[src/sv/dat_pkg.sv]
package dat_pkg;

    localparam int DEPTH_DEF = 16;
    localparam int ACC_W     = 34;

    typedef enum logic [1:0] {
        OP_ADD    = 2'd0,
        OP_CANCEL = 2'd1,
        OP_QUERY  = 2'd2,
        OP_TICK   = 2'd3
    } op_t;

    typedef enum logic [2:0] {
        K_ADDED   = 3'd0,
        K_FULL    = 3'd1,
        K_CANCEL  = 3'd2,
        K_QUERY   = 3'd3,
        K_FIRED   = 3'd4,
        K_TICK    = 3'd5,
        K_SPARE6  = 3'd6,
        K_SPARE7  = 3'd7
    } kind_t;

    localparam logic [1:0] REG_ENABLE = 2'd0;

    typedef struct packed {
        logic [31:0]      handle;
        logic [31:0]      delay;
        logic [ACC_W-1:0] accum;
        logic [31:0]      stamp;
        logic             frame_mode;
        logic             rpt;
        logic             dead;
    } entry_t;

    typedef struct packed {
        entry_t nxt;
        logic   fire;
    } upd_t;

endpackage

[src/sv/dat_if.sv]
interface dat_req_if;
    import dat_pkg::*;
    logic        valid;
    logic        ready;
    logic [1:0]  opcode;
    logic [31:0] handle;
    logic [31:0] delay_amount;
    logic        repeat_req;
    logic        count_frames;
    logic [31:0] now_time;
    modport source (output valid, opcode, handle, delay_amount, repeat_req, count_frames,
                    now_time, input ready);
    modport sink (input valid, opcode, handle, delay_amount, repeat_req, count_frames,
                  now_time, output ready);
endinterface

interface dat_rsp_if;
    logic        valid;
    logic        ready;
    logic [2:0]  kind;
    logic [31:0] result_handle;
    logic        live;
    logic        last;
    modport source (output valid, kind, result_handle, live, last, input ready);
    modport sink (input valid, kind, result_handle, live, last, output ready);
endinterface

[src/sv/dat_mem.sv]
module dat_mem #(
    parameter int DEPTH = dat_pkg::DEPTH_DEF,
    parameter int AW    = 4
) (
    input  logic            clk,
    input  logic            rd_en,
    input  logic [AW-1:0]   rd_addr,
    output dat_pkg::entry_t rd_data,
    input  logic            wr_en,
    input  logic [AW-1:0]   wr_addr,
    input  dat_pkg::entry_t wr_data
);
    import dat_pkg::*;

    entry_t mem [DEPTH];
    entry_t rd_data_reg;

    always_ff @(posedge clk)
    begin
        if (wr_en)
        begin
            mem[wr_addr] <= wr_data;
        end
        if (rd_en)
        begin
            rd_data_reg <= mem[rd_addr];
        end
    end

    assign rd_data = rd_data_reg;
endmodule

[src/sv/dat_upd.sv]
module dat_upd (
    input  dat_pkg::entry_t cur,
    input  logic [31:0]     now,
    output dat_pkg::upd_t   upd
);
    import dat_pkg::*;

    localparam logic [ACC_W:0] ACC_MAX = {1'b0, {ACC_W{1'b1}}};

    logic [31:0]    diff;
    logic [ACC_W:0] inc;
    logic [ACC_W:0] sum;
    logic [ACC_W:0] sat;
    logic           hit;

    always_comb
    begin
        diff = now - cur.stamp;
        inc  = cur.frame_mode ? {{ACC_W{1'b0}}, 1'b1} : {{(ACC_W - 31){1'b0}}, diff};
        sum  = {1'b0, cur.accum} + inc;
        sat  = (sum > ACC_MAX) ? ACC_MAX : sum;
        hit  = sat >= {{(ACC_W - 31){1'b0}}, cur.delay};
        upd.nxt = cur;
        upd.fire = hit;
        if (!cur.frame_mode)
        begin
            upd.nxt.stamp = now;
        end
        if (hit)
        begin
            // frame mode clears, time mode keeps the excess
            upd.nxt.accum = cur.frame_mode ? '0 :
                            ACC_W'(sat - {{(ACC_W - 31){1'b0}}, cur.delay});
            upd.nxt.dead = !cur.rpt;
        end
        else
        begin
            upd.nxt.accum = ACC_W'(sat);
        end
    end
endmodule

[src/sv/delayed_action_timer_table.sv]
// Timer table: keeps up to DEPTH timers in insertion order in one
// synchronous memory (one read port, one write port, registered read).
// Requests arrive on req (valid/ready); results leave on rsp through an
// output register, each flagged last on the final one of its request.
// add    : writes the entry at the tail on acceptance, answers added (with a fresh handle) or full.
// cancel : walks the table, reading then evaluating each entry, marks the first match dead.
// query  : same walk, answers whether a live entry holds the handle.
// tick   : walks all entries, updating each live one, reporting every
//          firing, and writing survivors back compacted. Ends with a
//          tick-done result. While enable is low it skips the walk and
//          only answers tick-done.
// One request is in flight at a time; req.ready rises again once the final
// result has been loaded into the output register.
// A stalled receiver holds the walk: each result waits in the output
// register until taken, and the walk stalls at the next result until then.
// Reset empties the table (count zero), sets the next handle to one and
// clears enable. Memory contents are not cleared; only entries below the
// count are ever read.
module delayed_action_timer_table #(
    parameter int DEPTH = dat_pkg::DEPTH_DEF
) (
    input  logic        clk,
    input  logic        rst_n,
    dat_req_if.sink     req,
    dat_rsp_if.source   rsp,
    input  logic        psel,
    input  logic        penable,
    input  logic        pwrite,
    input  logic [1:0]  paddr,
    input  logic [31:0] pwdata,
    output logic [31:0] prdata,
    output logic        pready
);
    import dat_pkg::*;

    localparam int CW = $clog2(DEPTH + 1);
    localparam int AW = (DEPTH > 1) ? $clog2(DEPTH) : 1;
    localparam logic [CW-1:0] DEPTH_C = CW'(DEPTH);

    typedef enum logic [4:0] {
        S_IDLE = 5'b00001,
        S_READ = 5'b00010,
        S_EVAL = 5'b00100,
        S_EMIT = 5'b01000,
        S_DONE = 5'b10000
    } state_t;

    state_t        state_reg, state_next;
    logic          enable_reg;
    logic [CW-1:0] count_reg, count_next;
    logic [31:0]   next_handle_reg, next_handle_next;
    logic [CW-1:0] idx_reg, idx_next;
    logic [CW-1:0] w_reg, w_next;
    logic          found_reg, found_next;
    op_t           op_reg;
    logic [31:0]   key_reg;
    logic [31:0]   now_reg;
    logic [31:0]   fire_h_reg, fire_h_next;
    logic          full_reg, full_next;

    logic          out_valid_reg, out_valid_next;
    kind_t         out_kind_reg, out_kind_next;
    logic [31:0]   out_handle_reg, out_handle_next;
    logic          out_live_reg, out_live_next;
    logic          out_last_reg, out_last_next;

    logic          rd_en;
    logic [AW-1:0] rd_addr;
    entry_t        rd_data;
    logic          wr_en;
    logic [AW-1:0] wr_addr;
    entry_t        wr_data;
    upd_t          upd;
    logic          accept;
    logic          out_free;
    entry_t        new_entry;

    // configuration register
    assign pready = 1'b1;
    assign prdata = (paddr == REG_ENABLE) ? {31'd0, enable_reg} : 32'd0;

    always_ff @(posedge clk or negedge rst_n)
    begin
        if (!rst_n)
        begin
            enable_reg <= 1'b0;
        end
        else if (psel && penable && pwrite && paddr == REG_ENABLE)
        begin
            enable_reg <= pwdata[0];
        end
    end

    dat_mem #(.DEPTH(DEPTH), .AW(AW)) u_mem (
        .clk     (clk),
        .rd_en   (rd_en),
        .rd_addr (rd_addr),
        .rd_data (rd_data),
        .wr_en   (wr_en),
        .wr_addr (wr_addr),
        .wr_data (wr_data)
    );

    dat_upd u_upd (
        .cur (rd_data),
        .now (now_reg),
        .upd (upd)
    );

    assign req.ready     = (state_reg == S_IDLE);
    assign accept        = req.valid && req.ready;
    assign out_free      = !out_valid_reg || rsp.ready;
    assign rsp.valid     = out_valid_reg;
    assign rsp.kind      = out_kind_reg;
    assign rsp.result_handle = out_handle_reg;
    assign rsp.live      = out_live_reg;
    assign rsp.last      = out_last_reg;

    always_comb
    begin
        new_entry.handle     = next_handle_reg;
        new_entry.delay      = req.delay_amount;
        new_entry.accum      = '0;
        new_entry.stamp      = req.now_time;
        new_entry.frame_mode = req.count_frames;
        new_entry.rpt        = req.repeat_req;
        new_entry.dead       = 1'b0;
    end

    always_comb
    begin
        state_next       = state_reg;
        count_next       = count_reg;
        next_handle_next = next_handle_reg;
        idx_next         = idx_reg;
        w_next           = w_reg;
        found_next       = found_reg;
        fire_h_next      = fire_h_reg;
        full_next        = full_reg;
        out_valid_next   = out_valid_reg && !rsp.ready;
        out_kind_next    = out_kind_reg;
        out_handle_next  = out_handle_reg;
        out_live_next    = out_live_reg;
        out_last_next    = out_last_reg;
        rd_en            = 1'b0;
        rd_addr          = idx_reg[AW-1:0];
        wr_en            = 1'b0;
        wr_addr          = w_reg[AW-1:0];
        wr_data          = upd.nxt;

        case (state_reg)
            S_IDLE:
            begin
                if (accept)
                begin
                    idx_next   = '0;
                    w_next     = '0;
                    found_next = 1'b0;
                    full_next  = count_reg >= DEPTH_C;
                    case (op_t'(req.opcode))
                        OP_ADD:
                        begin
                            // store the new timer at the tail straight away, if there is room
                            wr_en      = count_reg < DEPTH_C;
                            wr_addr    = count_reg[AW-1:0];
                            wr_data    = new_entry;
                            state_next = S_DONE;
                        end
                        OP_TICK:
                        begin
                            // a disabled tick keeps the count as it is
                            w_next     = enable_reg ? '0 : count_reg;
                            state_next = enable_reg ? S_READ : S_DONE;
                        end
                        default:
                        begin
                            state_next = S_READ;
                        end
                    endcase
                end
            end
            S_READ:
            begin
                if (idx_reg < count_reg)
                begin
                    rd_en      = 1'b1;
                    state_next = S_EVAL;
                end
                else
                begin
                    state_next = S_DONE;
                end
            end
            S_EVAL:
            begin
                state_next = S_READ;
                idx_next   = idx_reg + 1'b1;
                case (op_reg)
                    OP_CANCEL:
                    begin
                        if (!found_reg && rd_data.handle == key_reg)
                        begin
                            found_next   = 1'b1;
                            wr_en        = 1'b1;
                            wr_addr      = idx_reg[AW-1:0];
                            wr_data      = rd_data;
                            wr_data.dead = 1'b1;
                        end
                    end
                    OP_QUERY:
                    begin
                        if (rd_data.handle == key_reg && !rd_data.dead)
                        begin
                            found_next = 1'b1;
                        end
                    end
                    OP_TICK:
                    begin
                        // dead entries drop out; survivors move down to w
                        if (!rd_data.dead)
                        begin
                            if (!upd.nxt.dead)
                            begin
                                wr_en  = 1'b1;
                                w_next = w_reg + 1'b1;
                            end
                            if (upd.fire)
                            begin
                                fire_h_next = rd_data.handle;
                                idx_next    = idx_reg;
                                state_next  = S_EMIT;
                            end
                        end
                    end
                    default:
                    begin
                        state_next = S_DONE;
                    end
                endcase
            end
            S_EMIT:
            begin
                if (out_free)
                begin
                    out_valid_next  = 1'b1;
                    out_kind_next   = K_FIRED;
                    out_handle_next = fire_h_reg;
                    out_live_next   = 1'b0;
                    out_last_next   = 1'b0;
                    idx_next        = idx_reg + 1'b1;
                    state_next      = S_READ;
                end
            end
            S_DONE:
            begin
                if (out_free)
                begin
                    out_valid_next  = 1'b1;
                    out_handle_next = '0;
                    out_live_next   = 1'b0;
                    out_last_next   = 1'b1;
                    state_next      = S_IDLE;
                    case (op_reg)
                        OP_ADD:
                        begin
                            if (full_reg)
                            begin
                                out_kind_next = K_FULL;
                            end
                            else
                            begin
                                out_kind_next    = K_ADDED;
                                out_handle_next  = next_handle_reg;
                                next_handle_next = next_handle_reg + 32'd1;
                                count_next       = count_reg + 1'b1;
                            end
                        end
                        OP_CANCEL:
                        begin
                            out_kind_next = K_CANCEL;
                        end
                        OP_QUERY:
                        begin
                            out_kind_next = K_QUERY;
                            out_live_next = found_reg;
                        end
                        default:
                        begin
                            out_kind_next = K_TICK;
                            count_next    = w_reg;
                        end
                    endcase
                end
            end
            default:
            begin
                state_next = S_IDLE;
            end
        endcase
    end

    always_ff @(posedge clk or negedge rst_n)
    begin
        if (!rst_n)
        begin
            state_reg       <= S_IDLE;
            count_reg       <= '0;
            next_handle_reg <= 32'd1;
            out_valid_reg   <= 1'b0;
        end
        else
        begin
            state_reg       <= state_next;
            count_reg       <= count_next;
            next_handle_reg <= next_handle_next;
            out_valid_reg   <= out_valid_next;
        end
    end

    // request and walk payload: hold while the walk runs
    always_ff @(posedge clk)
    begin
        if (accept)
        begin
            op_reg  <= op_t'(req.opcode);
            key_reg <= req.handle;
            now_reg <= req.now_time;
        end
        idx_reg        <= idx_next;
        w_reg          <= w_next;
        found_reg      <= found_next;
        fire_h_reg     <= fire_h_next;
        full_reg       <= full_next;
        out_kind_reg   <= out_kind_next;
        out_handle_reg <= out_handle_next;
        out_live_reg   <= out_live_next;
        out_last_reg   <= out_last_next;
    end

    a_count_bound: assert property (@(posedge clk) disable iff (!rst_n)
        count_reg <= DEPTH_C)
        else $error("entry count beyond table depth");

    a_state_onehot: assert property (@(posedge clk) disable iff (!rst_n)
        $onehot(state_reg))
        else $error("state register not one-hot");

    a_fired_not_last: assert property (@(posedge clk) disable iff (!rst_n)
        rsp.valid && rsp.kind == K_FIRED |-> !rsp.last)
        else $error("fired result flagged last");

    a_busy_after_accept: assert property (@(posedge clk) disable iff (!rst_n)
        accept |=> !req.ready)
        else $error("second request taken while one is in flight");

endmodule
[src/flat_wrapper.sv]
// flat-port wrapper written by rule: the top's interface ports become plain ports
module delayed_action_timer_table_flat import dat_pkg::*;
#(
    parameter int DEPTH = dat_pkg::DEPTH_DEF
)
  (clk, rst_n, psel, penable, pwrite, paddr, pwdata, prdata, pready, req_valid, req_opcode, req_handle, req_delay_amount, req_repeat_req, req_count_frames, req_now_time, req_ready, rsp_valid, rsp_kind, rsp_result_handle, rsp_live, rsp_last, rsp_ready);
  dat_req_if req_i ();
  dat_rsp_if rsp_i ();
  input  logic clk;
  input  logic rst_n;
  input  logic psel;
  input  logic penable;
  input  logic pwrite;
  input  logic [1:0] paddr;
  input  logic [31:0] pwdata;
  output logic [31:0] prdata;
  output logic pready;
  input wire logic [$bits(req_i.valid)-1:0] req_valid;
  input wire logic [$bits(req_i.opcode)-1:0] req_opcode;
  input wire logic [$bits(req_i.handle)-1:0] req_handle;
  input wire logic [$bits(req_i.delay_amount)-1:0] req_delay_amount;
  input wire logic [$bits(req_i.repeat_req)-1:0] req_repeat_req;
  input wire logic [$bits(req_i.count_frames)-1:0] req_count_frames;
  input wire logic [$bits(req_i.now_time)-1:0] req_now_time;
  output wire logic [$bits(req_i.ready)-1:0] req_ready;
  output wire logic [$bits(rsp_i.valid)-1:0] rsp_valid;
  output wire logic [$bits(rsp_i.kind)-1:0] rsp_kind;
  output wire logic [$bits(rsp_i.result_handle)-1:0] rsp_result_handle;
  output wire logic [$bits(rsp_i.live)-1:0] rsp_live;
  output wire logic [$bits(rsp_i.last)-1:0] rsp_last;
  input wire logic [$bits(rsp_i.ready)-1:0] rsp_ready;
  assign req_i.valid = req_valid;
  assign req_i.opcode = req_opcode;
  assign req_i.handle = req_handle;
  assign req_i.delay_amount = req_delay_amount;
  assign req_i.repeat_req = req_repeat_req;
  assign req_i.count_frames = req_count_frames;
  assign req_i.now_time = req_now_time;
  assign req_ready = req_i.ready;
  assign rsp_valid = rsp_i.valid;
  assign rsp_kind = rsp_i.kind;
  assign rsp_result_handle = rsp_i.result_handle;
  assign rsp_live = rsp_i.live;
  assign rsp_last = rsp_i.last;
  assign rsp_i.ready = rsp_ready;
  delayed_action_timer_table #(.DEPTH(DEPTH)) u_core (.clk(clk), .rst_n(rst_n), .req(req_i), .rsp(rsp_i), .psel(psel), .penable(penable), .pwrite(pwrite), .paddr(paddr), .pwdata(pwdata), .prdata(prdata), .pready(pready));
endmodule
[config.mk]
export PLATFORM = sky130hd
export DESIGN_NAME = delayed_action_timer_table_flat
export DESIGN_NICKNAME = d
export VERILOG_FILES = /design/src/sv/dat_pkg.sv /design/src/sv/dat_if.sv /design/src/sv/dat_mem.sv /design/src/sv/dat_upd.sv /design/src/sv/delayed_action_timer_table.sv /design/src/flat_wrapper.sv
export SDC_FILE = /design/constraint.sdc
export NUM_CORES = 2
export LEC_CHECK = 0
export BUFFER_PORTS_ARGS = -buffer_cell sky130_fd_sc_hd__buf_2
export CAP_MARGIN = 10
export CORE_MARGIN = 3
export CORE_UTILIZATION = 35
export DETAILED_ROUTE_END_ITERATION = 6
export PLACE_DENSITY = 0.59
export SETUP_SLACK_MARGIN = 0.02
export SLEW_MARGIN = 0
export SYNTH_ARGS = -nofsm -noshare
export SYNTH_HDL_FRONTEND = slang
export SYNTH_SLANG_ARGS = --single-unit
[constraint.sdc]
create_clock -name clk -period 34.3 [get_ports clk]
set_input_delay 3.43 -clock clk [delete_from_list [all_inputs] [get_ports clk]]
set_output_delay 3.43 -clock clk [all_outputs]
set_load 0.01 [all_outputs]
Word level (Yosys, flattened, before mapping)
Memory sizes are Yosys's and may differ from the RTL's. A register that Yosys moved wholly into a read port is not among the register bits. Index checks and enable logic that the tools add are counted.

Bits in registers: 191. RAM bits: 2128. Input port bits: 141. Output and inout port bits: 72. Logic and storage cells: 160. Memories kept: 1.

Memories: u_core.u_mem.mem (depth 16, bits a word 133, rd ports 1, clocked after Yosys merged registers in 1, wr ports 1, RTL line dat_mem.sv:15) `entry_t mem [DEPTH];`.

Add/subtract/negate cells: 7. Magnitude comparators: 5. Eq/ne operators: 21. Multiplexer cells: 76. Bitwise logic cells: 3. Reduce and logical (&&, ||, !) cells: 30.

Operators by type and width (count): 133-bit 2-to-1 mux (2); 133-bit case mux with 2 select lines (1); 32-bit 2-to-1 mux (6); 69-bit 2-to-1 mux (2); 5-bit 2-to-1 mux (18); 34-bit 2-to-1 mux (2); 32-bit case mux with 2 select lines (1); 5-bit case mux with 2 select lines (4); 34-bit by 32-bit adder with 35-bit output (1); 35-bit by 32-bit >= comparator with 1-bit output (1); 35-bit by 34-bit > comparator with 1-bit output (second input constant) (1); 35-bit 2-to-1 mux (1); 34-bit by 32-bit subtractor with 34-bit output (1); 32-bit by 1-bit adder with 32-bit output (second input constant) (1); 32-bit == test (1); 32-bit subtractor (1); 5-bit case mux with 5 select lines (1); 1-bit 2-to-1 mux (21); 4-bit 2-to-1 mux (5); 4-bit AND reduction (4); 5-bit by 1-bit adder with 5-bit output (second input constant) (3); 5-bit case mux with 3 select lines (1); 1-bit case mux with 2 select lines (6); 5-bit AND reduction (2); other kinds (29) (55).

Logic depth before layout (Yosys ltp)
Depth in word-level cells: 13. Gate-level depth with buffers: 36. Depth with buffers taken out: 31.

Modules after synthesis
Synthesis repeated with hierarchy kept, for this count alone.

Cell total of the unflattened synthesis: 5462. Area total of the unflattened synthesis: 101444.8 um2.

Modules (own cells, without submodules): dat_mem (times used 1, cells each 3481, area an instance 84060.6 um2, sequential area each 67895.1 um2); delayed_action_timer_table (times used 1, cells each 984, area an instance 10533.9 um2, sequential area each 5517.8 um2); dat_upd (times used 1, cells each 997, area an instance 6850.3 um2, sequential area each 0.0 um2).

Worst setup path before layout
No wires, ideal clock.

Path type: reg-to-reg. Start: reg, netlist name u_core.u_mem.rd_data[3]. End: mem u_core.u_mem.mem[10][0] (netlist name), enable pin. Setup time: 0.670 ns. Data arrival time: 13.205 ns. Data required time: 33.630 ns. Path slack: 20.425 ns. Cell stages (with the launch flop): 32. Path buffers: 3. Period minus slack after synthesis: 13.875 ns. Path through: edfxtp_1 > ha_1 > fa_1 > nor2b_1 > o21ai_0 > a21boi_0 > o21ai_0 > o41ai_1 > a21boi_0 > o21bai_1 > a21oi_1 > mux2_2 > ha_1 > and4_1 > a21oi_1 > o22ai_1 > or3_4 > nand3_1 > clkbuf_1 > nand2_1 > ha_1 > a21oi_1 > nor2_1 > a211oi_1 > a21boi_0 > o21ai_1 > and4_1 > o21a_1 > buf_6 > o21ai_2 > buf_2 > a21oi_1.

Longest elaborated chain between the ends: 13.

RTL lines: 32-bit subtractor * (RTL line dat_upd.sv:18) `diff = now - cur.stamp;`; 32-bit 2-to-1 mux * (RTL line dat_upd.sv:19) `inc = cur.frame_mode ? {{ACC_W{1'b0}}, 1'b1} : {{(ACC_W - 31){1'b0}}, diff};`; 34-bit by 32-bit adder with 35-bit output * (RTL line dat_upd.sv:20) `sum = {1'b0, cur.accum} + inc;`; 35-bit by 34-bit > comparator with 1-bit output (RTL line dat_upd.sv:21) `sat = (sum > ACC_MAX) ? ACC_MAX : sum;`; 35-bit 2-to-1 mux * (RTL line dat_upd.sv:21); 35-bit by 32-bit >= comparator with 1-bit output * (RTL line dat_upd.sv:22) `hit = sat >= {{(ACC_W - 31){1'b0}}, cur.delay};`; 1-bit 2-to-1 mux * (RTL line dat_upd.sv:29) `if (hit)`; 1-bit 2-to-1 mux * (RTL line delayed_action_timer_table.sv:222) `if (!upd.nxt.dead)`; 1-bit 2-to-1 mux * (RTL line delayed_action_timer_table.sv:220) `if (!rd_data.dead)`; 1-bit case mux with 2 select lines * (RTL line delayed_action_timer_table.sv:198) `case (op_reg)`; 1-bit case mux with 2 select lines * (RTL line delayed_action_timer_table.sv:151) `case (state_reg)`; 1-bit 2-to-1 mux * (RTL line dat_mem.sv:20) `if (wr_en)`; 1-bit 2-to-1 mux (not written as such) * (RTL line dat_mem.sv:22) `mem[wr_addr] <= wr_data;`; to (decl) (RTL line dat_mem.sv:15).

Every way passes the cells marked *; elsewhere a longest branch is shown, timed or not.

Worst setup path after layout
Start: reg, netlist name u_core.u_mem.rd_data[3]. End: mem u_core.u_mem.mem[10][56] (netlist name), enable pin.

Longest elaborated chain between the ends: 13.

RTL lines (RTL line): 32-bit subtractor * (dat_upd.sv:18); 32-bit 2-to-1 mux * (dat_upd.sv:19); 34-bit by 32-bit adder with 35-bit output * (dat_upd.sv:20); 35-bit by 34-bit > comparator with 1-bit output (dat_upd.sv:21); 35-bit 2-to-1 mux * (dat_upd.sv:21); 35-bit by 32-bit >= comparator with 1-bit output * (dat_upd.sv:22); 1-bit 2-to-1 mux * (dat_upd.sv:29); 1-bit 2-to-1 mux * (delayed_action_timer_table.sv:222); 1-bit 2-to-1 mux * (delayed_action_timer_table.sv:220); 1-bit case mux with 2 select lines * (delayed_action_timer_table.sv:198); 1-bit case mux with 2 select lines * (delayed_action_timer_table.sv:151); 1-bit 2-to-1 mux * (dat_mem.sv:20); 1-bit 2-to-1 mux (not written as such) * (dat_mem.sv:22).

Marked as above.

==> impl_metrics.py <==
metrics = {
    "outcome": {
        "status": "complete, but fails checks",
        "failed_checks": "design-rule violations",
    },
    "setup_path": {
        "rr_startpoint": "u_core.u_mem.rd_data[3]",
        "reg2reg_depth": 32,
        "crit_path_top_delay_cell": "buf_4",
        "rr_endpoint": "u_core.u_mem.mem[10][56]",
        "crit_top_cell": "buf_4",
        "critical_path_class": "flip-flop to flip-flop",
        "startpoint_type": "flip-flop",
        "max_stage_delay_ps": 750,
        "worst-path-max-fanout": 34,
        "end_kind": "flip-flop",
        "critical_path.startpoint": "u_core.u_mem.rd_data[3]",
        "crit_arrival_ps": 12240,
        "critPathRequiredTime_ps": 34790,
        "r2r_slack_ps": 22550,
        "endpoint": "u_core.u_mem.mem[10][56]",
    },
    "logic_synthesis": {
        "async_flop_share": 0.0179,
        "synth-simple-area-share": 0.0342,
        "syn_area_per_cell_sq_um": 20.0,
        "synth_ff_type": "edfxtp_1",
        "synth-adder-area-share": 0.0144,
        "synth.area.mux_share": 0.154,
        "ys_seq_area_frac": 0.737,
        "synth_top_family_by_area": "multiplexers",
        "synth-edff-count": 2408,
        "netlist_instances": 4986,
        "yosys.area.top_type": "edfxtp_1",
        "synth.most_common_cell": "edfxtp_1",
        "netlist.area_leader.share": 0.726,
        "ys_top_cells_by_count": "2408 x edfxtp_1, 665 x mux4_2, 319 x nand2_1",
        "ys_types": 82,
        "synthXorXnorAreaFrac": 0.0109,
        "yosys-top-cells-area": "edfxtp_1 73%, mux4_2 15%, ha_1 1.4%",
        "ys_seq_elements": 2452,
        "netlist_area_sq_mm": 0.0995,
        "synth_compound_area_frac": 0.0320,
        "ys_warn_count": 0,
    },
    "power": {
        "p_leak_nw": 36.4,
        "clkPwrFrac": 0.289,
        "power_frac_comb": 0.292,
        "p_per_area_mw_per_mm2": 80.4,
        "pwr-share-seq": 0.419,
        "switching_share": 0.294,
        "p_sw_mw": 2.67,
        "p_int_mw": 6.42,
        "irDropWorstVdd_v": 0.0000606,
        "p_total_mw": 9.10,
    },
    "clocking": {
        "post_cts_buffers": 0,
        "cts-root-buf": "clkbuf_16",
        "clock_sinks": 2452,
        "clock_path_buffers": 4,
        "htree_levels": 4,
        "holdBufCountCts": 0,
        "cts_buffers": 241,
        "cts_resized": 0,
        "clkTransAtPathRegs_ps": 70,
        "cts_tree": "yes",
        "clkLatencyLatePin_ps": 910,
    },
    "final_layout": {
        "largest_reg_flops": 2128,
        "nFillCells": 25000,
        "fin_nets": 5517,
        "register_area_sq_mm": 0.0734,
        "multi_input_area_sq_mm": 0.0248,
        "drive_gt1_frac": 0.247,
        "fin_util": 0.400,
        "syn2layout_area_growth_pct": 13.6,
    },
    "sta": {
        "slew_violations": 0,
        "setup_tns_ps": 0,
        "slew-limit-headroom": 0.184,
        "finalCritPeriodShare": 0.343,
        "rsz0062_at_grt": "false",
        "hold_viol_final": 0,
        "worst_slew_pin_slew_ps": 1220,
        "max_freq_ghz": 0.0851,
        "final-setup-viol-count": 0,
        "skew_ps": 81.6,
        "period_minus_slack_ps": 11750,
    },
    "drt": {
        "routed_wl_mm": 247,
        "wl_met3_mm": 16.8,
        "dr.max_layer_used": "met5",
        "vias": 50200,
        "drc": 3,
        "antenna_left": 0,
        "drt-initial-drc-count": 5339,
        "drt-met1-wl_mm": 110,
        "routed-wl-met2_mm": 115,
        "wl_per_cell_microns": 26.9,
        "vias_per_cell": 5.45,
        "drt_pass1_iterations": 7,
    },
    "die": {
        "die_area_sq_mm": 0.291,
        "ios": 213,
        "rows": 195,
        "die_h_microns": 539,
        "core-area_sq_mm": 0.283,
        "die_w_microns": 539,
        "start_util": 0.352,
    },
    "grt": {
        "grt.total_usage": 0.167,
        "gr-total-overflow": 0,
        "grt_pass1_vias": 50500,
        "antenna_found_initial": 22,
        "grt_max_degree": 139,
        "grt_pass1_wl_mm": 360,
    },
    "hold_path": {
        "worstHoldPathType": "flip-flop to flip-flop",
        "whs_path_depth": 2,
    },
    "placement": {
        "gp_congestion": 0.884,
        "port-buffer-count": 149,
        "dp.final_hpwl_mm": 130,
    },
    "run": {
        "drv_cap": 0,
    },
}
cells by family (layout without fill, tap and decap cells):
| group | after synthesis | after routing |
|---|---|---|
| other | 2 | 38 |
| muxes | 695 | 695 |
| DFF | 2452 | 2452 |
| xor gates and xnor gates | 124 | 124 |
| adders and majority gates | 113 | 113 |
| and+or+nand+nor | 729 | 729 |
| AOI/OAI and AO/OA | 470 | 470 |
| buffers and inverters | 401 | 845 |
stage by stage:
| step | hold slack, ps | instance area [sq um] | setup slack, ps | instances |
|---|---|---|---|---|
| after detailed placement | 496 | 105000 | 22600 | 8763 |
| final | 505 | 113000 | 22550 | 9209 |
| after floorplan | 466 | 99700 | 20420 | 5016 |
| after CTS | 499 | 113000 | 22550 | 9203 |
| after global placement | 503 | 105000 | 22610 | 8763 |
| after global routing | 514 | 113000 | 21950 | 9205 |
routing by layer:
layer,vias up,global-route usage
met3,331,0.0316
met5,-,0
met4,30,0.0394
met1,27000,0.243
li1,21100,-
met2,1784,0.259
critical path: cells and delay by family, from the launching register on:
family	cells	cell delay, ps
compound gates	14	4440
fa+ha+maj	4	1230
buf+inv	5	2510
flops	1	440
simple gates	9	2540
cell type report:
class / instances / share of cell area
Sequential cell: 2452 / 0.649
Multi-Input combinational cell: 2163 / 0.220
Clock buffer: 275 / 0.0545
Tap cell: 3743 / 0.0414
Timing Repair Buffer: 261 / 0.0159
Clock inverter: 165 / 0.0144
Inverter: 144 / 0.00478
Antenna cell: 6 / 0.000133
power by group through the flow:
stage / Clock [mW] / Combinational (mW) / Sequential (mW)
after floorplan: 0 / 1.96 / 3.87
after global placement: 0 / 2.64 / 3.87
after detailed placement: 0 / 2.68 / 3.87
after CTS: 2.69 / 2.69 / 3.81
after global routing: 2.80 / 2.88 / 3.82
final: 2.63 / 2.66 / 3.81
worst min path at each step:
stage | startpoint | slack (ps) | endpoint
floorplan | u_core.next_handle_reg[31] | 470 | u_core.next_handle_reg[31]
global placement | u_core.fire_h_reg[24] | 500 | u_core.rsp.result_handle[24]
detailed placement | u_core.fire_h_reg[22] | 500 | u_core.rsp.result_handle[22]
CTS | u_core.fire_h_reg[19] | 500 | u_core.rsp.result_handle[19]
global route | u_core.fire_h_reg[17] | 510 | u_core.rsp.result_handle[17]
finish | u_core.fire_h_reg[10] | 510 | u_core.rsp.result_handle[10]
placed cells by master (no fill, tap or decap), types with 20 or more instances in the layout:
master     Yosys  routed
a222oi_1      32      32
conb_1         2      32
clkinv_1       0      55
a211oi_1      23      23
dfrtp_1       42      42
nand4_1       21      21
nand2_1      319     318
xor2_1        62      62
clkinv_2       0      55
o21ai_0      113      97
inv_1        143     143
ha_1         110     110
xnor2_1       62      62
a21o_1        30      30
nor3_1        33      32
buf_2          8     149
nor2_1       122     120
edfxtp_1    2408    2408
buf_4         34      95
bufinv_16      0      27
and3_1        21      20
clkbuf_16      0     241
nand3_1       84      84
clkbuf_1     151      34
mux4_2       665     665
a21oi_1      102      85
Power figures use the tool's default switching activity.
